## src/trd_pkg.sv

```systemverilog
// Shared types, constants and helpers for the trapezoid step-time block.
package trd_pkg;

  localparam int TIME_WIDTH  = 40;
  localparam int SPEED_WIDTH = 24;
  localparam int ACC_WIDTH   = 30;
  localparam int LEN_WIDTH   = 32;
  localparam int SQ_WIDTH    = 2 * SPEED_WIDTH;
  localparam int CFG_IDX_W   = 3;
  localparam int CFG_DATA_W  = 32;
  localparam int WIDE_W      = 128;
  localparam int WORD_W      = 64;
  localparam int AR_STEPS    = 64;
  localparam int AR_CNT_W    = $clog2(AR_STEPS);
  localparam int QUEUE_DEPTH = 4;
  localparam int QPTR_W      = $clog2(QUEUE_DEPTH);
  localparam int QCNT_W      = QPTR_W + 1;

  // register indexes
  localparam logic [CFG_IDX_W-1:0] REG_START_SPEED = 3'd0;
  localparam logic [CFG_IDX_W-1:0] REG_FULL_SPEED  = 3'd1;
  localparam logic [CFG_IDX_W-1:0] REG_END_SPEED   = 3'd2;
  localparam logic [CFG_IDX_W-1:0] REG_ACCEL_RATE  = 3'd3;
  localparam logic [CFG_IDX_W-1:0] REG_MOVE_LENGTH = 3'd4;

  // phase codes
  localparam logic [1:0] PH_ACCEL  = 2'd0;
  localparam logic [1:0] PH_CRUISE = 2'd1;
  localparam logic [1:0] PH_DECEL  = 2'd2;
  localparam logic [1:0] PH_ERR    = 2'd3;

  localparam logic [WORD_W-1:0] K_E3    = 64'd1000;
  localparam logic [WORD_W-1:0] K_E6    = 64'd1000000;
  localparam logic [WORD_W-1:0] K_E9    = 64'd1000000000;
  localparam logic [WORD_W-1:0] K_E18   = 64'd1000000000000000000;
  localparam logic [WORD_W-1:0] K_SHAVE = 64'd9801;
  localparam logic [WORD_W-1:0] K_SHDEN = 64'd20000000;

  typedef enum logic [1:0] {AR_NONE, AR_MUL, AR_DIV, AR_SQRT} ar_op_t;

  typedef struct packed {
    logic              start;
    ar_op_t            op;
    logic [WIDE_W-1:0] a;
    logic [WORD_W-1:0] b;
  } ar_req_t;

  typedef struct packed {
    logic              busy;
    logic              done;
    logic [WIDE_W-1:0] res;
  } ar_rsp_t;

  typedef struct packed {
    logic [SPEED_WIDTH-1:0] start_speed;
    logic [SPEED_WIDTH-1:0] full_speed;
    logic [SPEED_WIDTH-1:0] end_speed;
    logic [ACC_WIDTH-1:0]   accel_rate;
    logic [LEN_WIDTH-1:0]   move_length;
  } cfg_t;

  function automatic logic [WIDE_W-1:0] add_sat(input logic [WIDE_W-1:0] x,
                                                input logic [WIDE_W-1:0] y);
    logic [WIDE_W:0] s;
    s = {1'b0, x} + {1'b0, y};
    return s[WIDE_W] ? '1 : s[WIDE_W-1:0];
  endfunction

  function automatic logic [WIDE_W-1:0] sub_clamp(input logic [WIDE_W-1:0] x,
                                                  input logic [WIDE_W-1:0] y);
    return (x < y) ? '0 : x - y;
  endfunction

  function automatic logic [TIME_WIDTH-1:0] sat_t(input logic [WORD_W-1:0] v);
    return ((v >> TIME_WIDTH) != '0) ? '1 : v[TIME_WIDTH-1:0];
  endfunction

endpackage

```

## src/trd_ifs.sv

```systemverilog
// Channel interfaces: step-time requests, results and register writes.
interface trd_in_if import trd_pkg::*; ();
  logic                  valid;
  logic                  ready;
  logic [TIME_WIDTH-1:0] base_time;
  modport source (output valid, base_time, input ready);
  modport sink   (input valid, base_time, output ready);
endinterface


```

## src/trd_front.sv

```systemverilog
// Input side: accepts step-time requests into a short queue for the sequencer.
module trd_front import trd_pkg::*; (
  input  logic                  clk,
  input  logic                  rst_n,
  trd_in_if.sink                in_if,
  output logic                  q_valid,
  output logic [TIME_WIDTH-1:0] q_data,
  input  logic                  q_pop
);

  logic [TIME_WIDTH-1:0] mem_r [QUEUE_DEPTH];
  logic [QPTR_W-1:0]     wr_ptr_r, rd_ptr_r;
  logic [QCNT_W-1:0]     cnt_r;
  logic                  push, pop;

  assign in_if.ready = (cnt_r != QCNT_W'(QUEUE_DEPTH));
  assign push        = in_if.valid && in_if.ready;
  assign q_valid     = (cnt_r != '0);
  assign pop         = q_pop && q_valid;
  assign q_data      = mem_r[rd_ptr_r];

  always_ff @(posedge clk) begin
    if (push) begin
      mem_r[wr_ptr_r] <= in_if.base_time;
    end
  end

  always_ff @(posedge clk) begin
    if (!rst_n) begin
      wr_ptr_r <= '0;
      rd_ptr_r <= '0;
      cnt_r    <= '0;
    end else begin
      if (push) wr_ptr_r <= wr_ptr_r + 1'b1;
      if (pop)  rd_ptr_r <= rd_ptr_r + 1'b1;
      cnt_r <= cnt_r + QCNT_W'(push) - QCNT_W'(pop);
    end
  end

endmodule

```

## src/flat_wrapper.sv

```systemverilog
// flat-port wrapper written by rule: the top's interface ports become plain ports
module trd_front_flat import trd_pkg::*;
  (clk, rst_n, q_valid, q_data, q_pop, in_if_valid, in_if_base_time, in_if_ready);
  trd_in_if in_if_i ();
  input  logic clk;
  input  logic rst_n;
  output logic q_valid;
  output logic [TIME_WIDTH-1:0] q_data;
  input  logic q_pop;
  input wire logic [$bits(in_if_i.valid)-1:0] in_if_valid;
  input wire logic [$bits(in_if_i.base_time)-1:0] in_if_base_time;
  output wire logic [$bits(in_if_i.ready)-1:0] in_if_ready;
  assign in_if_i.valid = in_if_valid;
  assign in_if_i.base_time = in_if_base_time;
  assign in_if_ready = in_if_i.ready;
  trd_front u_core (.clk(clk), .rst_n(rst_n), .in_if(in_if_i), .q_valid(q_valid), .q_data(q_data), .q_pop(q_pop));
endmodule
```

## config.mk

```make
export PLATFORM = sky130hd
export DESIGN_NAME = trd_front_flat
export DESIGN_NICKNAME = d
export VERILOG_FILES = /design/src/trd_pkg.sv /design/src/trd_ifs.sv /design/src/trd_front.sv /design/src/flat_wrapper.sv
export SDC_FILE = /design/constraint.sdc
export NUM_CORES = 1
export LEC_CHECK = 0
export BUFFER_PORTS_ARGS = -buffer_cell sky130_fd_sc_hd__buf_2
export CAP_MARGIN = 5
export CORE_MARGIN = 4
export CORE_UTILIZATION = 60
export DETAILED_ROUTE_END_ITERATION = 6
export PLACE_DENSITY_LB_ADDON = 0.15
export SLEW_MARGIN = 30
export SYNTH_ARGS = -nofsm -noshare
export SYNTH_HDL_FRONTEND = slang
export SYNTH_SLANG_ARGS = --single-unit
```

## constraint.sdc

```tcl
create_clock -name clk -period 4.9 [get_ports clk]
set_input_delay 0.245 -clock clk [delete_from_list [all_inputs] [get_ports clk]]
set_output_delay 0.245 -clock clk [all_outputs]
set_load 0.01 [all_outputs]
```

==> results of run 1 <==
==> cell families (layout without fill, tap and decap cells) <==
logic type / count (synthesis) / count (layout) / share of synthesized area, %
AOI/OAI and AO/OA: 3 / 3 / 0.5763
muxes: 42 / 42 / 14.62
buffers and inverters: 15 / 162 / 2.126
adders and majority gates: 7 / 7 / 1.510
xor gates and xnor gates: 4 / 4 / 0.5563
DFF: 169 / 169 / 79.16
and+or+nand+nor: 17 / 17 / 1.450
==> cell usage in the layout, fill, tap and decap left out, types with 2 or more instances in the layout <==
cell / instances
edfxtp_1: 160
buf_2: 85
clkbuf_1: 2
nor2b_1: 3
xnor2_1: 4
mux2i_1: 2
clkinv_2: 2
clkinvlp_4: 3
dfxtp_4: 2
inv_1: 5
clkinv_4: 3
clkbuf_8: 4
nand2_1: 5
and2_4: 4
and2_1: 3
ha_1: 6
mux4_2: 40
dlygate4sd3_1: 40
dfxtp_1: 7
clkbuf_16: 18
==> stage by stage <==
| step | hold WS, ns | total power, uW | setup WS (ns) | util (%) |
|---|---|---|---|---|
| floorplan | 0.3439 | 2452 | 2.680 | - |
| global placement | 0.4577 | 2667 | 2.693 | 66.05 |
| detailed placement | 0.4642 | 2685 | 2.697 | 66.12 |
| CTS | 0.03640 | 3945 | 2.363 | 75.58 |
| global route | 0.04656 | 4090 | 2.259 | 75.58 |
| finish | 0.05604 | 3898 | 2.445 | 75.58 |
==> report_power, final <==
part | switching [uW] | total, uW | leakage [uW] | internal, uW
Clock | 505 | 1230 | 0.000274 | 725
Sequential | 152 | 1910 | 0.00154 | 1760
Combinational | 341 | 759 | 0.000850 | 417
Total | 998 | 3900 | 0.00266 | 2900
==> sequential cells by signal (all words and copies together) (netlist names), named ones only <==
name and count:
u_core.cnt_r 3, u_core.wr_ptr_r 2, u_core.rd_ptr_r 2, u_core.mem_r 160
==> cell usage after synthesis, drive strengths merged <==
cell type and number:
edfxtp 160, mux4 40, buf 9, dfxtp 9, and2 7, ha 6, inv 5, nand2 5
xnor2 4, nor2b 3, mux2i 2, a21boi 1, clkbuf 1, fa 1, nor2 1, o311ai 1
o31a 1, or3 1
==> worst paths after layout <==
kind | slack (ns) | to | cells past startpoint
worst max-delay path | 2.45 | q_data[33] | 2
worst min-delay path | 0.06 | u_core.wr_ptr_r[1]$_SDFFE_PN0P_ | 3
worst max register to register | 2.69 | u_core.cnt_r[2]$_SDFF_PN0_ | 9
worst min register to register | 0.51 | u_core.wr_ptr_r[1]$_SDFFE_PN0P_ | 2
==> worst min-delay path: stages <==
cell and delay (ns):
buf_2 0.15, nand2_1 0.07, mux2i_1 0.06
==> layout make-up <==
cell class                      count  area (sq um)  area share, %
Clock buffer                       24         513.0          6.604
Tap cell                          136         170.2          2.191
Multi-Input combinational cell     73          1189          15.30
Sequential cell                   169          4992          64.27
Timing Repair Buffer              125         825.8          10.63
Clock inverter                      8         58.81         0.7571
Inverter                            5         18.77         0.2416
==> repair_timing <==
| item | 4_1_cts | 5_1_grt |
|---|---|---|
| hold buffers | 40 | 0 |
| resized for setup | 0 | 0 |
| hold endpoints to repair | 160 | 0 |
==> layer usage <==
layer	part of all wire (%)	vias to the layer above	wire, microns	GRT usage [%]
met5	0	-	0	0
met4	1.7	0	186	6.322
met3	5.2	15	562	6.356
met2	52	99	5596	30.91
met1	41	1526	4473	25.07
li1	-	1336	-	-
==> impl_metrics.env, run 1 <==
export IMPL_core_area_sq_mm=0.01028
export IMPL_relSlewSlack_pct=45.75
export IMPL_maxCapViolations=0
export IMPL_grt_ovfl_total=0
export IMPL_cp_required_ns=4.66
export IMPL_rsz0062_at_grt="no"
export IMPL_status="finished clean"
export IMPL_tightest_slew_ns=0.8138
export IMPL_cts_root_buf="clkbuf_8"
export IMPL_io_pins=86
export IMPL_drc_errors=0
export IMPL_cts_made_buffers=17
export IMPL_path_clk_slew_ns=0.06
export IMPL_hold_path_class="in -> reg"
export IMPL_drive_above_1_share_pct=40.35
export IMPL_first_pass_iters=4
export IMPL_syn_avg_cell_area_sq_um=24.50
export IMPL_post_cts_setup_buffer_count=0
export IMPL_worst_setup_path_end_kind="output pin"
export IMPL_ys_seq_elements=169
export IMPL_crit_chain="mux4_2, buf_2"
export IMPL_worst_skew_pair_late_latency_ns=0.51
export IMPL_cpMaxStageDelayCell="dfxtp_4"
export IMPL_worst_path_max_fanout=40
export IMPL_critPathTopFamily="flip-flops"
export IMPL_port_buffers=85
export IMPL_worstSetupPathType="reg -> out"
export IMPL_clock_skew_ns=0.007960
export IMPL_min_period_over_period_pct=50.10
export IMPL_synth_top_area_cell="edfxtp_1"
export IMPL_worstSetupStartpointType="flip-flop"
export IMPL_netlist_top_cells_area="edfxtp_1 (76%), mux4_2 (14%), dfxtp_1 (2.9%), buf_12 (1.3%), ha_1 (1.2%)"
export IMPL_fp_row_count=37
export IMPL_grt_pass1_vias=3166
export IMPL_peakVddDrop_mv=0.4057
export IMPL_grt_max_degree=41
export IMPL_areaGrowthSynthToFinish_pct=23.35
export IMPL_h_tree_depth=4
export IMPL_tritoncts="done"
export IMPL_synth_warnings=0
export IMPL_fmax_mhz=407.4
export IMPL_worstHoldStart="rst_n"
export IMPL_antenna_left=0
export IMPL_p_leak_uw=0.002664
export IMPL_start_util_pct=61.27
export IMPL_placed_cells=468
export IMPL_synth_seq_area_share_pct=79.16
export IMPL_synth_area_sq_mm=0.006297
export IMPL_place_area_sq_mm=0.006795
export IMPL_detail_route_wl_per_cell_microns=20.04
export IMPL_nFillCells=603
export IMPL_r2r_start="u_core.cnt_r[1]$_SDFF_PN0_"
export IMPL_chipWidth_microns=110.4
export IMPL_yosys_area_top_type_share_pct=76.30
export IMPL_arrival_ns=2.21
export IMPL_final_nets=442
export IMPL_stdcell_count=540
export IMPL_p_per_area_mw_per_mm2=501.8
export IMPL_hpwlAfterDp_mm=5.834
export IMPL_setup_tns_final_ns=0
export IMPL_drt_iter0_drc=158
export IMPL_dieArea_sq_mm=0.01220
export IMPL_maxSlewViolCount=0
export IMPL_setup_viol=0
export IMPL_viasPerCell=5.511
export IMPL_syn_inst=257
export IMPL_max_stage_delay_ns=0.87
export IMPL_clkSinkCount=169
export IMPL_design_area_sq_mm=0.007767
export IMPL_grt_total_usage_pct=19.19
export IMPL_synth_nets=308
export IMPL_drt_wl_total_mm=10.82
export IMPL_period_minus_slack_ns=2.455
export IMPL_cts_buffer_depth=2
export IMPL_antennaDiodeCount=0
export IMPL_synth_cell_types=20
export IMPL_antenna_found_initial=0
export IMPL_finalHoldViolations=0
export IMPL_grt_first_pass_wirelength_mm=17.59
export IMPL_place_gp_congestion=0.7554
export IMPL_route_vias_total=2976
export IMPL_crit_buf_inv=1
export IMPL_die_h_microns=110.4
Note: power is estimated with default switching activity, not from simulation.
==> run 2: changes to the inputs <==
--- a/config.mk
+++ b/config.mk
@@ -8,7 +8,7 @@
 export BUFFER_PORTS_ARGS = -buffer_cell sky130_fd_sc_hd__buf_2
 export CAP_MARGIN = 5
 export CORE_MARGIN = 4
-export CORE_UTILIZATION = 60
+export CORE_UTILIZATION = 51
 export DETAILED_ROUTE_END_ITERATION = 6
 export PLACE_DENSITY_LB_ADDON = 0.15
 export SLEW_MARGIN = 30
==> constraint.sdc (replaced) <==
create_clock -name clk -period 2.2 [get_ports clk]
set_input_delay 0.11 -clock clk [delete_from_list [all_inputs] [get_ports clk]]
set_output_delay 0.11 -clock clk [all_outputs]
set_load 0.01 [all_outputs]
==> impl_metrics.env, run 2 (synthesis results as in run 1) <==
export IMPL_tightest_slew_ns=0.3522
export IMPL_tritoncts="done"
export IMPL_route_vias_total=2975
export IMPL_rsz0062_at_grt="no"
export IMPL_setup_viol=0
export IMPL_maxSlewViolCount=0
export IMPL_drt_iter0_drc=169
export IMPL_cp_required_ns=2.51
export IMPL_fmax_mhz=478.1
export IMPL_largest_register="u_core.mem_r"
export IMPL_crit_path_start="u_core.cnt_r[1]$_SDFF_PN0_"
export IMPL_dieArea_sq_mm=0.01419
export IMPL_maxCapViolations=0
export IMPL_drive_above_1_share_pct=40.67
export IMPL_critPathTopFamily="adder cells"
export IMPL_final_util_pct=65.80
export IMPL_cpMaxStageDelayCell="fa_1"
export IMPL_drc_errors=0
export IMPL_p_leak_uw=0.002744
export IMPL_worstSetupStartpointType="flip-flop"
export IMPL_cp_endpoint="u_core.cnt_r[2]$_SDFF_PN0_"
export IMPL_antenna_left=0
export IMPL_layout_common_cells="edfxtp_1 (160), buf_2 (85), mux4_2 (40), dlygate4sd3_1 (40), clkbuf_16 (17)"
export IMPL_worst_skew_pair_late_latency_ns=0.41
export IMPL_antennaDiodeCount=0
export IMPL_r2r_setup_slack_ns=0.11
export IMPL_peakVddDrop_mv=0.7079
export IMPL_layout_setup_ws_ns=0.1085
export IMPL_hold_path_class="in -> reg"
export IMPL_first_pass_iters=4
export IMPL_relSlewSlack_pct=76.52
export IMPL_h_tree_depth=4
export IMPL_placed_cells=514
export IMPL_cts_made_buffers=17
export IMPL_cp_num_cells=9
export IMPL_core_area_sq_mm=0.01206
export IMPL_finalHoldViolations=0
export IMPL_clock_skew_ns=0.007514
export IMPL_grt_pass1_vias=3217
export IMPL_reg_top3="u_core.mem_r x160, u_core.cnt_r x3"
export IMPL_port_buffers=85
export IMPL_die_h_microns=119.1
export IMPL_post_cts_setup_buffer_count=0
export IMPL_worstSetupPathType="reg -> reg"
export IMPL_final_nets=456
export IMPL_min_period_over_period_pct=95.07
export IMPL_pre_cts_slack_ns=0.1098
export IMPL_clkSinkCount=169
export IMPL_worst_r2r_cell_count=9
export IMPL_max_stage_delay_ns=0.38
export IMPL_period_minus_slack_ns=2.091
export IMPL_grt_max_degree=41
export IMPL_start_util_pct=52.21
export IMPL_hpwlAfterDp_mm=6.147
export IMPL_detail_route_wl_per_cell_microns=17.84
export IMPL_io_pins=86
export IMPL_r2r_end="u_core.cnt_r[2]$_SDFF_PN0_"
export IMPL_grt_ovfl_total=0
export IMPL_crit_chain="o31a_1, ha_1, inv_1, ha_1, inv_1, fa_1, xnor2_1, xnor2_1, and2_1"
export IMPL_cts_buffer_depth=2
export IMPL_grt_total_usage_pct=16.00
export IMPL_p_total_uw=8855
export IMPL_drt_wl_total_mm=10.46
export IMPL_fp_row_count=40
export IMPL_p_per_area_mw_per_mm2=1116
export IMPL_cts_root_buf="clkbuf_16"
export IMPL_antenna_found_initial=0
export IMPL_status="finished clean"
export IMPL_viasPerCell=5.077
export IMPL_setup_tns_final_ns=0
export IMPL_stdcell_count=586
export IMPL_chipWidth_microns=119.1
export IMPL_worst_path_max_fanout=2
export IMPL_largest_register_ffs=160
export IMPL_areaGrowthSynthToFinish_pct=26.03
export IMPL_layout_commonest_cell="edfxtp_1"
export IMPL_arrival_ns=2.40
export IMPL_worst_setup_path_end_kind="flip-flop"
export IMPL_place_gp_congestion=0.7422
export IMPL_path_clk_slew_ns=0.06
export IMPL_r2r_start="u_core.cnt_r[1]$_SDFF_PN0_"
export IMPL_crit_buf_inv=2
export IMPL_grt_first_pass_wirelength_mm=16.80
-- run 2: report_power, final --
group / switching (uW) / internal, uW / leakage (uW)
sequential: 151 / 3910 / 0.00154
clock: 1060 / 1750 / 0.000275
combinational: 949 / 1030 / 0.000929
-- run 2: layout make-up --
class,instances,area (sq um)
clock buffer,27,493.0
clock inverter,5,72.57
fill,821,4125
inverter,5,18.77
multi-input combinational,73,1184
sequential,169,4990
tap,168,210.2
timing repair buffer,139,968.4
-- run 2: stage by stage --
stage	hold slack, ns	area, sq um
final	0.02890	7936
after global routing	0.02611	7936
after CTS	0.008619	7936
after detailed placement	0.3282	6970
after global placement	0.3214	6970
after floorplan	0.2089	6302
-- run 2: layer usage --
| metal | vias up | global-route usage (%) | wire, microns |
|---|---|---|---|
| li1 | 1367 | - | - |
| met1 | 1519 | 20.38 | 4387 |
| met2 | 73 | 25.86 | 5373 |
| met3 | 16 | 4.986 | 507 |
| met4 | 0 | 6.300 | 187 |
| met5 | - | 0 | 0 |
-- run 2: worst min path at each step --
stage          cells after the start                start                            end
2_1_floorplan                      0   in_if_base_time[0]   u_core.mem_r[0][0]$_DFFE_PP_
3_3_place_gp                       1  in_if_base_time[37]  u_core.mem_r[1][37]$_DFFE_PP_
3_5_place_dp                       1   in_if_base_time[2]   u_core.mem_r[2][2]$_DFFE_PP_
4_1_cts                            2                rst_n                      flip-flop
5_1_grt                            2                rst_n                      flip-flop
6_report                           2                rst_n                      flip-flop
-- run 2: timing repair --
action                                 CTS  global route
resized for setup                        0             0
endpoints found under the hold margin  160             0
hold buffers                            40             0
